[src/hw/rtl/mcmh_pkg.sv]
`timescale 1ns / 1ps
`default_nettype none
// ----------------------------------------------------------------------------
// mcmh_pkg
// Shared constants for the motor command decoder and hold loop.
// ----------------------------------------------------------------------------
package mcmh_pkg;
  localparam logic [1:0] MODE_IDLE = 2'd0;
  localparam logic [1:0] MODE_VOLT = 2'd1;
  localparam logic [1:0] MODE_SPIN = 2'd2;
  localparam logic [1:0] MODE_HOLD = 2'd3;

  localparam logic [1:0] ACT_NONE = 2'd0;
  localparam logic [1:0] ACT_VOLT = 2'd1;
  localparam logic [1:0] ACT_SPIN = 2'd2;

  localparam logic [2:0] REG_DRIVE = 3'd0;
  localparam logic [2:0] REG_GAIN  = 3'd1;
  localparam logic [2:0] REG_ZERO  = 3'd2;
  localparam logic [2:0] REG_KP    = 3'd3;
  localparam logic [2:0] REG_KI    = 3'd4;
  localparam logic [2:0] REG_KD    = 3'd5;
  localparam logic [2:0] REG_LIMIT = 3'd6;
  localparam logic [2:0] REG_BAND  = 3'd7;

  localparam logic [10:0] ID_LOW  = 11'h100;
  localparam logic [10:0] ID_HIGH = 11'h200;
  localparam logic signed [15:0] MAGIC_SPIN = 16'sd4321;
  localparam logic signed [15:0] MAGIC_HOLD = 16'sd2345;
  localparam logic signed [15:0] MAX_CMD_MV = 16'sd12000;
  localparam logic signed [15:0] SPIN_VEL   = 16'sd31;
  localparam logic signed [15:0] APPR_VEL   = 16'sd90;
  localparam logic [13:0]        SPIN_MV    = 14'd6000;
  localparam logic signed [17:0] PI_Q12     = 18'sd12868;
  localparam logic signed [17:0] TWO_PI_Q12 = 18'sd25736;
  localparam int unsigned        DT_MAX_US  = 500000;
  localparam int unsigned        DT_FALLBACK_US = 1000;
endpackage
`default_nettype wire

[src/hw/rtl/mcmh_sermul.sv]
`timescale 1ns / 1ps
`default_nettype none
// ----------------------------------------------------------------------------
// mcmh_sermul
// Bit-serial signed multiplier: one multiplier bit per cycle, shift-and-add.
// ----------------------------------------------------------------------------
module mcmh_sermul #(
  parameter int AW = 20,
  parameter int BW = 32
) (
  input  wire                      clk,
  input  wire                      rst,
  input  wire                      start,
  input  wire signed [AW-1:0]      a,
  input  wire signed [BW-1:0]      b,
  output logic                     done,
  output logic signed [AW+BW-1:0]  p
);
  localparam int CW = $clog2(BW + 1);
  logic signed [AW+BW-1:0] acc;
  logic signed [AW+BW-1:0] mcand;
  logic [BW-1:0]           mplier;
  logic [CW-1:0]           cnt;
  logic                    busy;

  // one partial product a cycle; the top bit of b carries negative weight
  always_ff @(posedge clk) begin
    if (rst) begin
      busy <= 1'b0;
      done <= 1'b0;
    end else begin
      done <= 1'b0;
      if (start) begin
        busy <= 1'b1;
        cnt  <= '0;
      end else if (busy) begin
        cnt <= cnt + 1'b1;
        if (cnt == CW'(BW - 1)) begin
          busy <= 1'b0;
          done <= 1'b1;
        end
      end
    end
  end

  always_ff @(posedge clk) begin
    if (start) begin
      acc    <= '0;
      mcand  <= (AW+BW)'(a);
      mplier <= b;
    end else if (busy) begin
      if (mplier[0]) begin
        if (cnt == CW'(BW - 1)) acc <= acc - mcand;
        else acc <= acc + mcand;
      end
      mcand  <= mcand <<< 1;
      mplier <= mplier >> 1;
    end
  end

  assign p = acc;
endmodule
`default_nettype wire

[src/hw/rtl/mcmh_serdiv.sv]
`timescale 1ns / 1ps
`default_nettype none
// ----------------------------------------------------------------------------
// mcmh_serdiv
// Restoring divider, one quotient bit per cycle, round half away from zero.
// ----------------------------------------------------------------------------
module mcmh_serdiv #(
  parameter int NW = 56,
  parameter int DW = 18
) (
  input  wire                 clk,
  input  wire                 rst,
  input  wire                 start,
  input  wire signed [NW-1:0] num,
  input  wire [DW-1:0]        den,
  output logic                done,
  output logic signed [NW-1:0] quo
);
  localparam int CW = $clog2(NW + 1);
  logic [NW-1:0] q;
  logic [DW:0]   rem;
  logic [DW-1:0] d;
  logic          neg;
  logic [CW-1:0] cnt;
  logic          busy;
  logic [DW:0]   trial;

  assign trial = {rem[DW-1:0], q[NW-1]};

  always_ff @(posedge clk) begin
    if (rst) begin
      busy <= 1'b0;
      done <= 1'b0;
    end else begin
      done <= 1'b0;
      if (start) begin
        busy <= 1'b1;
        cnt  <= '0;
      end else if (busy) begin
        cnt <= cnt + 1'b1;
        if (cnt == CW'(NW - 1)) begin
          busy <= 1'b0;
          done <= 1'b1;
        end
      end
    end
  end

  // magnitude plus half the divisor, then one bit a cycle
  always_ff @(posedge clk) begin
    if (start) begin
      neg <= num[NW-1];
      q   <= (num[NW-1] ? -num : num) + NW'(den >> 1);
      rem <= '0;
      d   <= den;
    end else if (busy) begin
      if (trial >= {1'b0, d}) begin
        rem <= trial - {1'b0, d};
        q   <= {q[NW-2:0], 1'b1};
      end else begin
        rem <= trial;
        q   <= {q[NW-2:0], 1'b0};
      end
    end
  end

  assign quo = neg ? -$signed(q) : $signed(q);
endmodule
`default_nettype wire

[src/hw/rtl/motor_command_mode_and_hold_loop.sv]
`timescale 1ns / 1ps
`default_nettype none
// ----------------------------------------------------------------------------
// motor_command_mode_and_hold_loop
// Frame command decoder, mode timeout and zero-hold PI-D loop for one drive.
// ----------------------------------------------------------------------------
// One beat in, one beat out, one beat worked at a time. Unmatched, spin and
// hold frames, idle, voltage and spin ticks, and hold ticks that time out, lie
// outside the band or have zero error go from the decode state to the output
// state. A voltage command frame runs one bit-serial product and one bit-serial
// division; any other hold tick runs four such products and two such divisions
// in sequence. The output register holds the result until taken; the next
// input beat can be taken the cycle after that.
module motor_command_mode_and_hold_loop #(
  parameter int TIME_WIDTH = 32,
  parameter int COMMAND_TIMEOUT_US = 100000
) (
  input  wire         clk,
  input  wire         rst,
  input  wire         psel,
  input  wire         penable,
  input  wire         pwrite,
  input  wire  [4:0]  paddr,
  input  wire  [31:0] pwdata,
  output logic [31:0] prdata,
  output logic        pready,
  input  wire         in_valid,
  output logic        in_ready,
  input  wire         kind,
  input  wire  [31:0] now_us,
  input  wire  [10:0] frame_id,
  input  wire  [63:0] frame_data,
  input  wire  signed [15:0] shaft_angle,
  input  wire  signed [15:0] shaft_velocity,
  output logic        out_valid,
  input  wire         out_ready,
  output logic [1:0]  control_mode_out,
  output logic        accepted,
  output logic [1:0]  drive_action,
  output logic signed [15:0] drive_voltage_mv,
  output logic signed [15:0] spin_velocity,
  output logic [13:0] spin_voltage_mv
);
  localparam int TW = TIME_WIDTH;
  localparam int MW = 56;

  // configuration registers
  logic [3:0]  r_drive;
  logic [15:0] r_gain, r_kp, r_ki, r_kd;
  logic [14:0] r_zero, r_limit;
  logic [13:0] r_band;
  logic [2:0]  reg_idx;
  assign reg_idx = paddr[4:2];
  assign pready = 1'b1;

  always_ff @(posedge clk) begin
    if (rst) begin
      r_drive <= 4'd1; r_gain <= 16'd4710; r_zero <= 15'd19907; r_kp <= 16'd3072;
      r_ki <= 16'd768; r_kd <= 16'd0; r_limit <= 15'd12000; r_band <= 14'd492;
    end else if (psel && penable && pwrite) begin
      case (reg_idx)
        mcmh_pkg::REG_DRIVE: r_drive <= pwdata[3:0];
        mcmh_pkg::REG_GAIN:  r_gain  <= pwdata[15:0];
        mcmh_pkg::REG_ZERO:  r_zero  <= pwdata[14:0];
        mcmh_pkg::REG_KP:    r_kp    <= pwdata[15:0];
        mcmh_pkg::REG_KI:    r_ki    <= pwdata[15:0];
        mcmh_pkg::REG_KD:    r_kd    <= pwdata[15:0];
        mcmh_pkg::REG_LIMIT: r_limit <= pwdata[14:0];
        mcmh_pkg::REG_BAND:  r_band  <= pwdata[13:0];
        default: ;
      endcase
    end
  end

  always_comb begin
    case (reg_idx)
      mcmh_pkg::REG_DRIVE: prdata = {28'd0, r_drive};
      mcmh_pkg::REG_GAIN:  prdata = {16'd0, r_gain};
      mcmh_pkg::REG_ZERO:  prdata = {17'd0, r_zero};
      mcmh_pkg::REG_KP:    prdata = {16'd0, r_kp};
      mcmh_pkg::REG_KI:    prdata = {16'd0, r_ki};
      mcmh_pkg::REG_KD:    prdata = {16'd0, r_kd};
      mcmh_pkg::REG_LIMIT: prdata = {17'd0, r_limit};
      mcmh_pkg::REG_BAND:  prdata = {18'd0, r_band};
      default:             prdata = 32'd0;
    endcase
  end

  // state codes
  localparam logic [3:0] S_IDLE  = 4'd0;
  localparam logic [3:0] S_DEC   = 4'd1;
  localparam logic [3:0] S_VMUL  = 4'd2;
  localparam logic [3:0] S_VDIV  = 4'd3;
  localparam logic [3:0] S_IM1   = 4'd4;
  localparam logic [3:0] S_IM2   = 4'd5;
  localparam logic [3:0] S_IDIV  = 4'd6;
  localparam logic [3:0] S_PM1   = 4'd7;
  localparam logic [3:0] S_DM1   = 4'd9;
  localparam logic [3:0] S_ODIV  = 4'd11;
  localparam logic [3:0] S_OUT   = 4'd12;
  localparam logic [3:0] S_WAIT  = 4'd13;

  logic [3:0] state;

  // latched beat
  logic        i_kind;
  logic [TW-1:0] i_now;
  logic [10:0] i_id;
  logic [63:0] i_data;
  logic signed [15:0] i_ang, i_vel;

  // loop state
  logic [1:0]  mode;
  logic signed [15:0] vcmd, spin_rate;
  logic signed [39:0] integ;
  logic [TW-1:0] last_loop, last_cmd;

  // working values
  logic signed [17:0] err;
  logic [18:0]        dt;
  logic signed [MW-1:0] acc;

  // shared serial units
  logic              m_start, m_done;
  logic signed [23:0] m_a;
  logic signed [31:0] m_b;
  logic signed [55:0] m_p;
  logic              d_start, d_done;
  logic signed [MW-1:0] d_num;
  logic [17:0]       d_den;
  logic signed [MW-1:0] d_quo;

  mcmh_sermul #(.AW(24), .BW(32)) u_mul (
    .clk(clk), .rst(rst), .start(m_start), .a(m_a), .b(m_b),
    .done(m_done), .p(m_p));
  mcmh_serdiv #(.NW(MW), .DW(18)) u_div (
    .clk(clk), .rst(rst), .start(d_start), .num(d_num), .den(d_den),
    .done(d_done), .quo(d_quo));

  // frame decode
  logic        f_match;
  logic [1:0]  slot;
  logic signed [15:0] mv;
  always_comb begin
    f_match = 1'b0;
    slot = 2'd0;
    if (r_drive >= 4'd1 && r_drive <= 4'd4 && i_id == mcmh_pkg::ID_LOW) begin
      f_match = 1'b1; slot = 2'(r_drive - 4'd1);
    end else if (r_drive >= 4'd5 && r_drive <= 4'd8 && i_id == mcmh_pkg::ID_HIGH) begin
      f_match = 1'b1; slot = 2'(r_drive - 4'd5);
    end
    mv = $signed(i_data[16*slot +: 16]);
  end

  // tick timing
  logic [TW-1:0] since_cmd, since_loop;
  logic          timed_out;
  logic signed [17:0] err_raw, err_w;
  logic [17:0]   aerr;
  assign since_cmd  = i_now - last_cmd;
  assign since_loop = i_now - last_loop;
  assign timed_out  = 64'(since_cmd) > 64'(COMMAND_TIMEOUT_US);
  assign err_raw    = $signed({3'b000, r_zero}) - 18'(i_ang);
  // wrap to +-pi; out-of-range targets and angles can need up to three turns
  always_comb begin
    err_w = err_raw;
    for (int k = 0; k < 3; k++) begin
      if (err_w > mcmh_pkg::PI_Q12) err_w = err_w - mcmh_pkg::TWO_PI_Q12;
      else if (err_w < -mcmh_pkg::PI_Q12) err_w = err_w + mcmh_pkg::TWO_PI_Q12;
    end
  end
  assign aerr = err_w[17] ? 18'(-err_w) : 18'(err_w);

  // clamp helpers
  logic signed [MW-1:0] ilim, olim;
  assign ilim  = MW'({r_limit, 16'd0});
  assign olim  = MW'(r_limit);
  logic signed [MW-1:0] integ_sum;
  assign integ_sum = MW'(integ) + d_quo;

  always_ff @(posedge clk) begin
    if (rst) begin
      state <= S_IDLE;
      mode <= mcmh_pkg::MODE_IDLE; vcmd <= '0; spin_rate <= '0; integ <= '0;
      last_loop <= '0; last_cmd <= '0;
      out_valid <= 1'b0; m_start <= 1'b0; d_start <= 1'b0;
    end else begin
      m_start <= 1'b0;
      d_start <= 1'b0;
      if (out_valid && out_ready) out_valid <= 1'b0;
      case (state)
        S_IDLE: begin
          if (in_valid && in_ready) begin
            i_kind <= kind; i_now <= TW'(now_us); i_id <= frame_id;
            i_data <= frame_data; i_ang <= shaft_angle; i_vel <= shaft_velocity;
            state <= S_DEC;
          end
        end
        S_DEC: begin
          control_mode_out <= mode; accepted <= 1'b0;
          drive_action <= mcmh_pkg::ACT_NONE; drive_voltage_mv <= '0;
          spin_velocity <= '0; spin_voltage_mv <= '0;
          state <= S_OUT;
          if (!i_kind) begin
            if (f_match) begin
              accepted <= 1'b1;
              last_cmd <= i_now;
              if (mv == mcmh_pkg::MAGIC_SPIN || mv == -mcmh_pkg::MAGIC_SPIN) begin
                spin_rate <= mv[15] ? -mcmh_pkg::SPIN_VEL : mcmh_pkg::SPIN_VEL;
                mode <= mcmh_pkg::MODE_SPIN;
              end else if (mv == mcmh_pkg::MAGIC_HOLD || mv == -mcmh_pkg::MAGIC_HOLD) begin
                if (mode != mcmh_pkg::MODE_HOLD) begin
                  integ <= '0; last_loop <= i_now; mode <= mcmh_pkg::MODE_HOLD;
                end
              end else begin
                m_a <= 24'(mv); m_b <= 32'($signed({1'b0, r_gain}));
                m_start <= 1'b1; state <= S_VMUL;
              end
            end
          end else begin
            case (mode)
              mcmh_pkg::MODE_VOLT: begin
                if (timed_out) begin
                  vcmd <= '0; mode <= mcmh_pkg::MODE_IDLE;
                end else begin
                  drive_action <= mcmh_pkg::ACT_VOLT; drive_voltage_mv <= vcmd;
                end
              end
              mcmh_pkg::MODE_SPIN: begin
                drive_action <= timed_out ? mcmh_pkg::ACT_VOLT : mcmh_pkg::ACT_SPIN;
                if (timed_out) mode <= mcmh_pkg::MODE_IDLE;
                else begin
                  spin_velocity <= spin_rate; spin_voltage_mv <= mcmh_pkg::SPIN_MV;
                end
              end
              mcmh_pkg::MODE_HOLD: begin
                if (timed_out) begin
                  integ <= '0; mode <= mcmh_pkg::MODE_IDLE;
                  drive_action <= mcmh_pkg::ACT_VOLT;
                end else begin
                  last_loop <= i_now;
                  err <= err_w;
                  if (since_loop == '0 ||
                      64'(since_loop) > 64'(mcmh_pkg::DT_MAX_US))
                    dt <= 19'(mcmh_pkg::DT_FALLBACK_US);
                  else dt <= 19'(since_loop);
                  if (aerr > {4'd0, r_band}) begin
                    integ <= '0;
                    spin_rate <= err_w[17] ? -mcmh_pkg::APPR_VEL : mcmh_pkg::APPR_VEL;
                    drive_action <= mcmh_pkg::ACT_SPIN;
                    spin_velocity <= err_w[17] ? -mcmh_pkg::APPR_VEL
                                               : mcmh_pkg::APPR_VEL;
                    spin_voltage_mv <= mcmh_pkg::SPIN_MV;
                  end else begin
                    spin_rate <= '0;
                    drive_action <= mcmh_pkg::ACT_VOLT;
                    if (err_w == '0) integ <= '0;
                    else begin
                      // ki*err first, then times dt
                      m_a <= 24'(err_w); m_b <= 32'($signed({1'b0, r_ki}));
                      m_start <= 1'b1; state <= S_IM1;
                    end
                  end
                end
              end
              default: ;
            endcase
          end
        end
        // voltage command: round(mv*gain/4096), clamp
        S_VMUL: if (m_done) begin
          d_num <= MW'(m_p); d_den <= 18'd4096; d_start <= 1'b1; state <= S_VDIV;
        end
        S_VDIV: if (d_done) begin
          if (d_quo > MW'(mcmh_pkg::MAX_CMD_MV)) vcmd <= mcmh_pkg::MAX_CMD_MV;
          else if (d_quo < -MW'(mcmh_pkg::MAX_CMD_MV)) vcmd <= -mcmh_pkg::MAX_CMD_MV;
          else vcmd <= d_quo[15:0];
          mode <= mcmh_pkg::MODE_VOLT;
          state <= S_OUT;
        end
        // ki*err needs up to 31 bits, so it goes in as the wide operand
        S_IM1: if (m_done) begin
          m_a <= 24'({5'd0, dt}); m_b <= m_p[31:0]; m_start <= 1'b1; state <= S_IM2;
        end
        S_IM2: if (m_done) begin
          d_num <= MW'(m_p); d_den <= 18'd16000; d_start <= 1'b1; state <= S_IDIV;
        end
        S_IDIV: if (d_done) begin
          if (integ_sum > ilim) integ <= 40'(ilim);
          else if (integ_sum < -ilim) integ <= 40'(-ilim);
          else integ <= 40'(integ_sum);
          m_a <= 24'(err); m_b <= 32'($signed({1'b0, r_kp}) * 125);
          m_start <= 1'b1; state <= S_PM1;
        end
        S_PM1: if (m_done) begin
          acc <= MW'(m_p) + (MW'(integ) <<< 1);
          m_a <= 24'(i_vel); m_b <= 32'($signed({1'b0, r_kd}) * 2000);
          m_start <= 1'b1; state <= S_DM1;
        end
        S_DM1: if (m_done) begin
          d_num <= acc - MW'(m_p); d_den <= 18'd131072; d_start <= 1'b1;
          state <= S_ODIV;
        end
        S_ODIV: if (d_done) begin
          if (d_quo > olim) drive_voltage_mv <= 16'(olim);
          else if (d_quo < -olim) drive_voltage_mv <= 16'(-olim);
          else drive_voltage_mv <= d_quo[15:0];
          state <= S_OUT;
        end
        S_OUT: begin
          control_mode_out <= mode;
          out_valid <= 1'b1;
          state <= S_WAIT;
        end
        S_WAIT: if (out_valid && out_ready) state <= S_IDLE;
        default: state <= S_IDLE;
      endcase
    end
  end

  assign in_ready = (state == S_IDLE);
endmodule
`default_nettype wire
[config.mk]
export PLATFORM = sky130hd
export DESIGN_NAME = motor_command_mode_and_hold_loop
export DESIGN_NICKNAME = d
export VERILOG_FILES = /design/src/hw/rtl/mcmh_pkg.sv /design/src/hw/rtl/mcmh_sermul.sv /design/src/hw/rtl/mcmh_serdiv.sv /design/src/hw/rtl/motor_command_mode_and_hold_loop.sv
export SDC_FILE = /design/constraint.sdc
export NUM_CORES = 2
export LEC_CHECK = 0
export ABC_CLOCK_PERIOD_IN_PS = 14000
export BUFFER_PORTS_ARGS = -buffer_cell sky130_fd_sc_hd__buf_2
export CORE_MARGIN = 3
export CORE_UTILIZATION = 40
export DETAILED_ROUTE_END_ITERATION = 10
export MAX_ROUTING_LAYER = met4
export PLACE_DENSITY = 0.65
export SYNTH_ARGS = -nofsm -noshare
export SYNTH_HDL_FRONTEND = slang
export SYNTH_SLANG_ARGS = --single-unit
[constraint.sdc]
create_clock -name clk -period 14 [get_ports clk]
set_input_delay 0.7 -clock clk [delete_from_list [all_inputs] [get_ports clk]]
set_output_delay 0.7 -clock clk [all_outputs]
set_load 0.02 [all_outputs]
# --- Word-level counts from Yosys, hierarchy flattened ---
# Index checks and enable logic that the tools add are counted.
classes:
  addsub: 25
  n_mul: 2
  magnitude_cmp: 20
  n_eq_ne: 61
  shifts: 1
  n_mux: 158
  n_bitwise: 6
  n_reduce_logical: 64
ops:
  columns: ["cell", "n"]
  rows:
  - ["$mux 32", 20]
  - ["$mux 56", 9]
  - ["$mux 40", 12]
  - ["$mux 16", 21]
  - ["$mux 24", 11]
  - ["$pmux 32 s8", 1]
  - ["$mux 18", 11]
  - ["$pmux 32 s4", 1]
  - ["$lt 56x56->1", 2]
  - ["$neg 56->56", 2]
  - ["$pmux 56 s2", 1]
  - ["$sub 56x56->56", 2]
  - ["$pmux 16 s2", 3]
  - ["$pmux 24 s4", 1]
  - ["$pmux 40 s2", 1]
  - ["$mux 4", 17]
  - ["$shiftx 64x7->16", 1]
  - ["$sub 32x32->32", 2]
  - ["$add 40x56->56", 1]
  - ["$add 56x17->56", 1]
  - ["$add 56x41->56", 1]
  - ["$add 56x56->56", 1]
  - ["$gt 56x15->1 const B", 1]
  - ["$gt 56x16->1", 1]
  - ["other kinds (76)", 213]
word_totals:
  reg_bits: 924
  out_inout_bits: 86
  word_cells: 387

# --- Logic depth before layout (Yosys ltp) ---
depth:
  depth_word: 18
  depth_mapped: 43
  ltp_nobuf: 42

# --- By module ---
# Synthesis repeated with hierarchy kept, for this count alone.
unflattened:
  cells_unflattened: 7494
  hier_area_um2: 67731.2
by_module_without_submodules:
  columns: ["mod", "instances", "cells_each", "area_per_inst_um2"]
  rows:
  - ["motor_command_mode_and_hold_loop", 1, 5283, 47972.3]
  - ["mcmh_sermul", 1, 1128, 10161.0]
  - ["mcmh_serdiv", 1, 1083, 9598.0]

# --- Least setup slack after synthesis ---
# OpenSTA, ideal clock, no wires.
synth_timing:
  path_type: "register -> register"
  start: "reg r_zero[0]"
  end: "reg m_a[0] (enable)"
  arrival_time_ns: 10.272
  required_ns: 13.538
  setup_slack_ns: 3.266
  path_stages_with_launch: 39
  path_buffers: 3
  period_less_slack_ns: 10.734
  path_cell_list: "dfxtp_1 -> inv_1 -> ha_1 -> fa_1 -> nand2b_1 -> a21oi_1 -> xor2_1 -> inv_1 -> ha_1 -> a221oi_1 -> o311ai_0 -> a211o_1 -> a211o_1 -> buf_2 -> a32oi_1 -> xor2_1 -> a211oi_1 -> nor2_1 -> [... 3 more ...] -> xnor2_1 -> nor3_1 -> a211oi_1 -> buf_2 -> nand2_1 -> mux2_2 -> and2_1 -> a31o_2 -> xnor2_1 -> ha_1 -> nand4_1 -> or2_2 -> o31a_1 -> nor2_1 -> o31a_1 -> and2_1 -> a31oi_1 -> nor2_1"
synth_via:
  elab_chain_len: 15
synth_rtl:
  columns: ["item", "line_no", "text"]
  rows:
  - ["start: declaration", "motor_command_mode_and_hold_loop.sv:50", "logic [14:0] r_zero, r_limit;"]
  - ["start signal: assignment", "motor_command_mode_and_hold_loop.sv:64", "mcmh_pkg::REG_ZERO: r_zero <= pwdata[14:0];"]
  - ["$sub 16x16->17 *", "motor_command_mode_and_hold_loop.sv:163", "assign err_raw = $signed({3'b000, r_zero}) - 18'(i_ang);"]
  - ["$add 17x16->18 / $lt 17x15->1 (equally long branches)", "motor_command_mode_and_hold_loop.sv:169", "else if (err_w < -mcmh_pkg::PI_Q12) err_w = err_w + mcmh_pkg::TWO_PI_Q12;"]
  - ["$mux 18", "motor_command_mode_and_hold_loop.sv:169", null]
  - ["$mux 18 *", "motor_command_mode_and_hold_loop.sv:168", "if (err_w > mcmh_pkg::PI_Q12) err_w = err_w - mcmh_pkg::TWO_PI_Q12;"]
  - ["$add 18x16->18 / $lt 18x15->1 (equally long branches)", "motor_command_mode_and_hold_loop.sv:169", null]
  - ["$mux 18", "motor_command_mode_and_hold_loop.sv:169", null]
  - ["$mux 18 *", "motor_command_mode_and_hold_loop.sv:168", null]
  - ["$add 18x16->18 / $lt 18x15->1 (equally long branches)", "motor_command_mode_and_hold_loop.sv:169", null]
  - ["$mux 18", "motor_command_mode_and_hold_loop.sv:169", null]
  - ["$mux 18 *", "motor_command_mode_and_hold_loop.sv:168", null]
  - ["$neg 18->18", "motor_command_mode_and_hold_loop.sv:172", "assign aerr = err_w[17] ? 18'(-err_w) : 18'(err_w);"]
  - ["$mux 18", "motor_command_mode_and_hold_loop.sv:172", null]
  - ["$gt 18x14->1", "motor_command_mode_and_hold_loop.sv:247", "if (aerr > {4'd0, r_band}) begin"]
  - ["$ne 3x3->1 (no line)", null, null]
  - ["$reduce_and 12->1 (no line) *", null, null]
  - ["end signal: assignment", "motor_command_mode_and_hold_loop.sv:216", "m_a <= 24'(mv); m_b <= 32'($signed({1'b0, r_gain}));"]
  - ["end signal: assignment", "motor_command_mode_and_hold_loop.sv:260", "m_a <= 24'(err_w); m_b <= 32'($signed({1'b0, r_ki}));"]
  - ["end signal: assignment", "motor_command_mode_and_hold_loop.sv:292", "m_a <= 24'(err); m_b <= 32'($signed({1'b0, r_kp}) * 125);"]
  - ["end: declaration", "motor_command_mode_and_hold_loop.sv:125", "logic signed [23:0] m_a;"]
# Every way passes the cells marked *; elsewhere a longest branch is shown, timed or not.
# A chain may end at the register's enable or synchronous reset.

# --- Worst setup path in the final report ---
layout_timing:
  start: "reg r_zero[0]"
  end: "reg m_a[2] (enable)"
layout_via:
  elab_chain_len: 15
layout_rtl:
  columns: ["item", "line_no", "text"]
  rows:
  - ["$sub 16x16->17 *", "motor_command_mode_and_hold_loop.sv:163", null]
  - ["$add 17x16->18 / $lt 17x15->1 (equally long branches)", "motor_command_mode_and_hold_loop.sv:169", null]
  - ["$mux 18", "motor_command_mode_and_hold_loop.sv:169", null]
  - ["$mux 18 *", "motor_command_mode_and_hold_loop.sv:168", null]
  - ["$add 18x16->18 / $lt 18x15->1 (equally long branches)", "motor_command_mode_and_hold_loop.sv:169", null]
  - ["$mux 18", "motor_command_mode_and_hold_loop.sv:169", null]
  - ["$mux 18 *", "motor_command_mode_and_hold_loop.sv:168", null]
  - ["$add 18x16->18 / $lt 18x15->1 (equally long branches)", "motor_command_mode_and_hold_loop.sv:169", null]
  - ["$mux 18", "motor_command_mode_and_hold_loop.sv:169", null]
  - ["$mux 18 *", "motor_command_mode_and_hold_loop.sv:168", null]
  - ["named net err_w[7]", "motor_command_mode_and_hold_loop.sv:158", "logic signed [17:0] err_raw, err_w;"]
  - ["$neg 18->18", "motor_command_mode_and_hold_loop.sv:172", null]
  - ["$mux 18", "motor_command_mode_and_hold_loop.sv:172", null]
  - ["$gt 18x14->1", "motor_command_mode_and_hold_loop.sv:247", null]
  - ["$ne 3x3->1 (no line)", null, null]
  - ["$reduce_and 12->1 (no line) *", null, null]
# The timed path passes the listed nets; every way through them passes the cells marked *.

==> results by group <==
Floorplanning
  • Rows: 146
  • Die area: between 150000 and 200000 um2
  • Core ar.: approximately 160000 um2
  • Die Ht: 407 um
  • Horiz. Die Dim: a little over 400 um
  • Initial Utilization: 40.4%
  • IO Count: 270

Timing
  • Worst Max-Slew Pin Slew: 1200 ps
  • # setup viols final: 0
  • Final Hold Viols: 0
  • Relative slew slack: 19.7%
  • Part of the cycle the worst path needs: between 80 and 90%
  • Max frequency: approximately 0.081 GHz
  • Setup TNS: 0 ps
  • RSZ-0062 raised after global routing: false
  • Setup Skew: just over 70 ps
  • Post-layout min period: ~12000 ps
  • Max Slew Vio Count: 0

Drt
  • DRC viols: 0
  • Highest Signal Layer: met4
  • Met3 WL: about 10000 um
  • Via density: between 5 and 6
  • DRT Wirelength: between 150000 and 200000 um
  • Initial drt markers: about 4300
  • WL/cell: around 20 um
  • Via Count: approximately 53000
  • Antenna Nets Post-Route: 0
  • Drt pass-1 iters: 8
  • DR WL met2: approximately 90000 um
  • M1 WL: between 80000 and 90000 um

Clock tree
  • Clk Latency, worst-skew pair: roughly 760 ps
  • CTS Sinks: 857
  • # hold bufs at CTS: 0
  • # H-tree levels: 3
  • Maximum buffer depth of the clock tree: 3
  • Root buf cell: clkbuf_16
  • Clock-pin slew on the worst setup and hold paths: around 60 ps
  • Setup repair bufs after CTS: 0
  • Cts bufs inserted: between 100 and 150
  • Resized Gates After CTS: 0
  • CTS tree: built

Synthesis
  • Synth warn: 0
  • Post-synthesis sequential area ratio: between 30% and 40%
  • Yosys cell types: just over 100
  • Area leader, netlist: edfxtp_1
  • Share of synthesized registers carrying an async set or reset: 0%
  • Gate Count Post-Synth: ~7000
  • Synth area leaders: edfxtp_1 (25%), ha_1 (11%), dfxtp_1 (10%)
  • Netlist Area Pre-Place: between 60000 and 70000 um2
  • Primary FF master, synth: edfxtp_1
  • Most frequent cell after synthesis: nand2_1
  • Syn_area_per_cell: 9.12 um2
  • Post-synth top cells: nand2_1 (702), a21oi_1 (577), ha_1 (571)
  • Share of the synthesized area in the top cell type: between 20 and 25%
  • Post-synth EDFFs: 532
  • Register bit total from synthesis: roughly 860

Layout
  • Fill count: 15200
  • Share of cells above drive strength 1: 9.90%
  • Final core occ: between 40% and 50%
  • Area Overhead vs Synth: 10.8%
  • Non-Filler Instances: about 9400
  • Nets: slightly above 8000

Setup path
  • R2R cell count: 36
  • CP Max Fanout: 33
  • Crit path DAT: between 10000 and 15000 ps
  • Critical Path Max Stage Delay: just over 1000 ps
  • Data required time of the worst path: 14420 ps
  • Slowest-stage cell, CP: a211oi_1
  • Startpoint Class: register
  • Setup Crit Path Kind: register to register
  • Endpoint class of the critical path: register

Placement
  • Dpl hpwl: around 150000 um
  • Placed Cells: around 9200
  • Routability cong.: 0.951
  • Port bufs: approximately 230

GRT
  • Antenna violations before repair: 4
  • Vias in the first global route: about 51000
  • First-pass GRT wire length: 291000 um
  • Total track usage: between 20% and 30%
  • Total grt overflow: 0
  • Largest net degree at the start of global routing: about 110

Min path
  • Hold Path Stages: 1
  • HP Class: input port to register

Power
  • Worst VDD drop: roughly 0.18 mV
  • Total Power: around 0.011 W
  • Pleak: approximately 29 nW
  • P per Cell Area: ~150 nW/um2

Job
  • MaxCap Viol Count: 0

Status
  • Outcome: completed
-- cell usage in the layout, fill, tap and decap left out, types with 103 or more instances in the layout --
| cell type | instances |
|---|---|
| a21o_1 | 132 |
| a21oi_1 | 577 |
| buf_2 | 226 |
| clkbuf_16 | 103 |
| dfxtp_1 | 322 |
| edfxtp_1 | 532 |
| fa_1 | 115 |
| ha_1 | 571 |
| inv_1 | 477 |
| mux2_2 | 120 |
| mux2i_1 | 123 |
| nand2_1 | 701 |
| nand2b_1 | 129 |
| nand3_1 | 115 |
| nor2_1 | 511 |
| nor2b_1 | 106 |
| nor3_1 | 115 |
| o21ai_0 | 432 |
| xnor2_1 | 321 |
| xor2_1 | 205 |
-- kinds of logic (layout without fill, tap and decap cells) --
group / count (synthesis) / in the layout / synth area share (%)
adders and majority gates: 687 / 687 / 14.7
muxes: 253 / 253 / 4.35
xor gates and xnor gates: 528 / 528 / 7.21
buffers and inverters: 770 / 986 / 4.77
DFF: 857 / 857 / 34.9
and+or+nand+nor: 2113 / 2113 / 15.8
other: 2 / 27 / 0.0117
AOI/OAI and AO/OA: 1842 / 1842 / 18.2
-- per-layer routing --
layer,vias up,GRT usage [%]
met5,-,-
met4,0,9.71
met3,363,3.08
met2,1571,37.7
met1,25500,28.5
li1,25800,-
-- power breakdown --
group          switching, W  leakage, nW  total [W]  internal [W]
Clock               0.00117         1.69    0.00277       0.00160
Combinational       0.00283         19.6    0.00451       0.00168
Sequential         0.000249         7.51    0.00339       0.00314
-- worst paths after layout --
kind	endpoint	start	slack [ps]
max	m_a[2]	r_zero[0]	1620
min	i_data[58]	frame_data[58]	130
max reg2reg	m_a[2]	r_zero[0]	1620
min reg2reg	last_cmd[14]	last_cmd[14]	450
-- per-stage QoR --
stage	cell area, um2	setup slack [ps]	hold WS [ps]
6_report	71200	1620	131
5_1_grt	71200	656	74.2
4_1_cts	71200	1790	59.2
3_5_place_dp	67800	1830	447
3_3_place_gp	67800	1860	441
2_1_floorplan	64400	3270	406
-- sequential cells by signal, indices dropped and copies added, names as in the netlist, 40 cells and up --
| signal | flops |
|---|---|
| integ | 40 |
| u_div.q | 56 |
| acc | 56 |
| d_num | 56 |
| i_data | 64 |
| u_mul.mcand | 56 |
| u_mul.p | 56 |
-- worst max-delay path: cells and delay by family, from the launching register on --
kind	cells	cell delay [ps]
XOR/XNOR	5	2460
AND/OR/NAND/NOR	8	2050
buffers and inverters	3	650
adder cells (fa/ha/maj)	4	1210
AO/OA/AOI/OAI	16	5300
flip-flops	1	330
-- final cells by class --
cell class | instances | area (um2) | area share, %
Sequential cell | 857 | 22500 | 31.6
Clock inverter | 67 | 772 | 1.08
Inverter | 483 | 1810 | 2.55
Tap cell | 2146 | 2690 | 3.77
Antenna cell | 3 | 7.51 | 0.0105
Clock buffer | 122 | 2710 | 3.81
Timing Repair Buffer | 314 | 1800 | 2.52
Multi-Input combinational cell | 5447 | 39000 | 54.7
No activity file was read; power rests on OpenSTA's default activity.
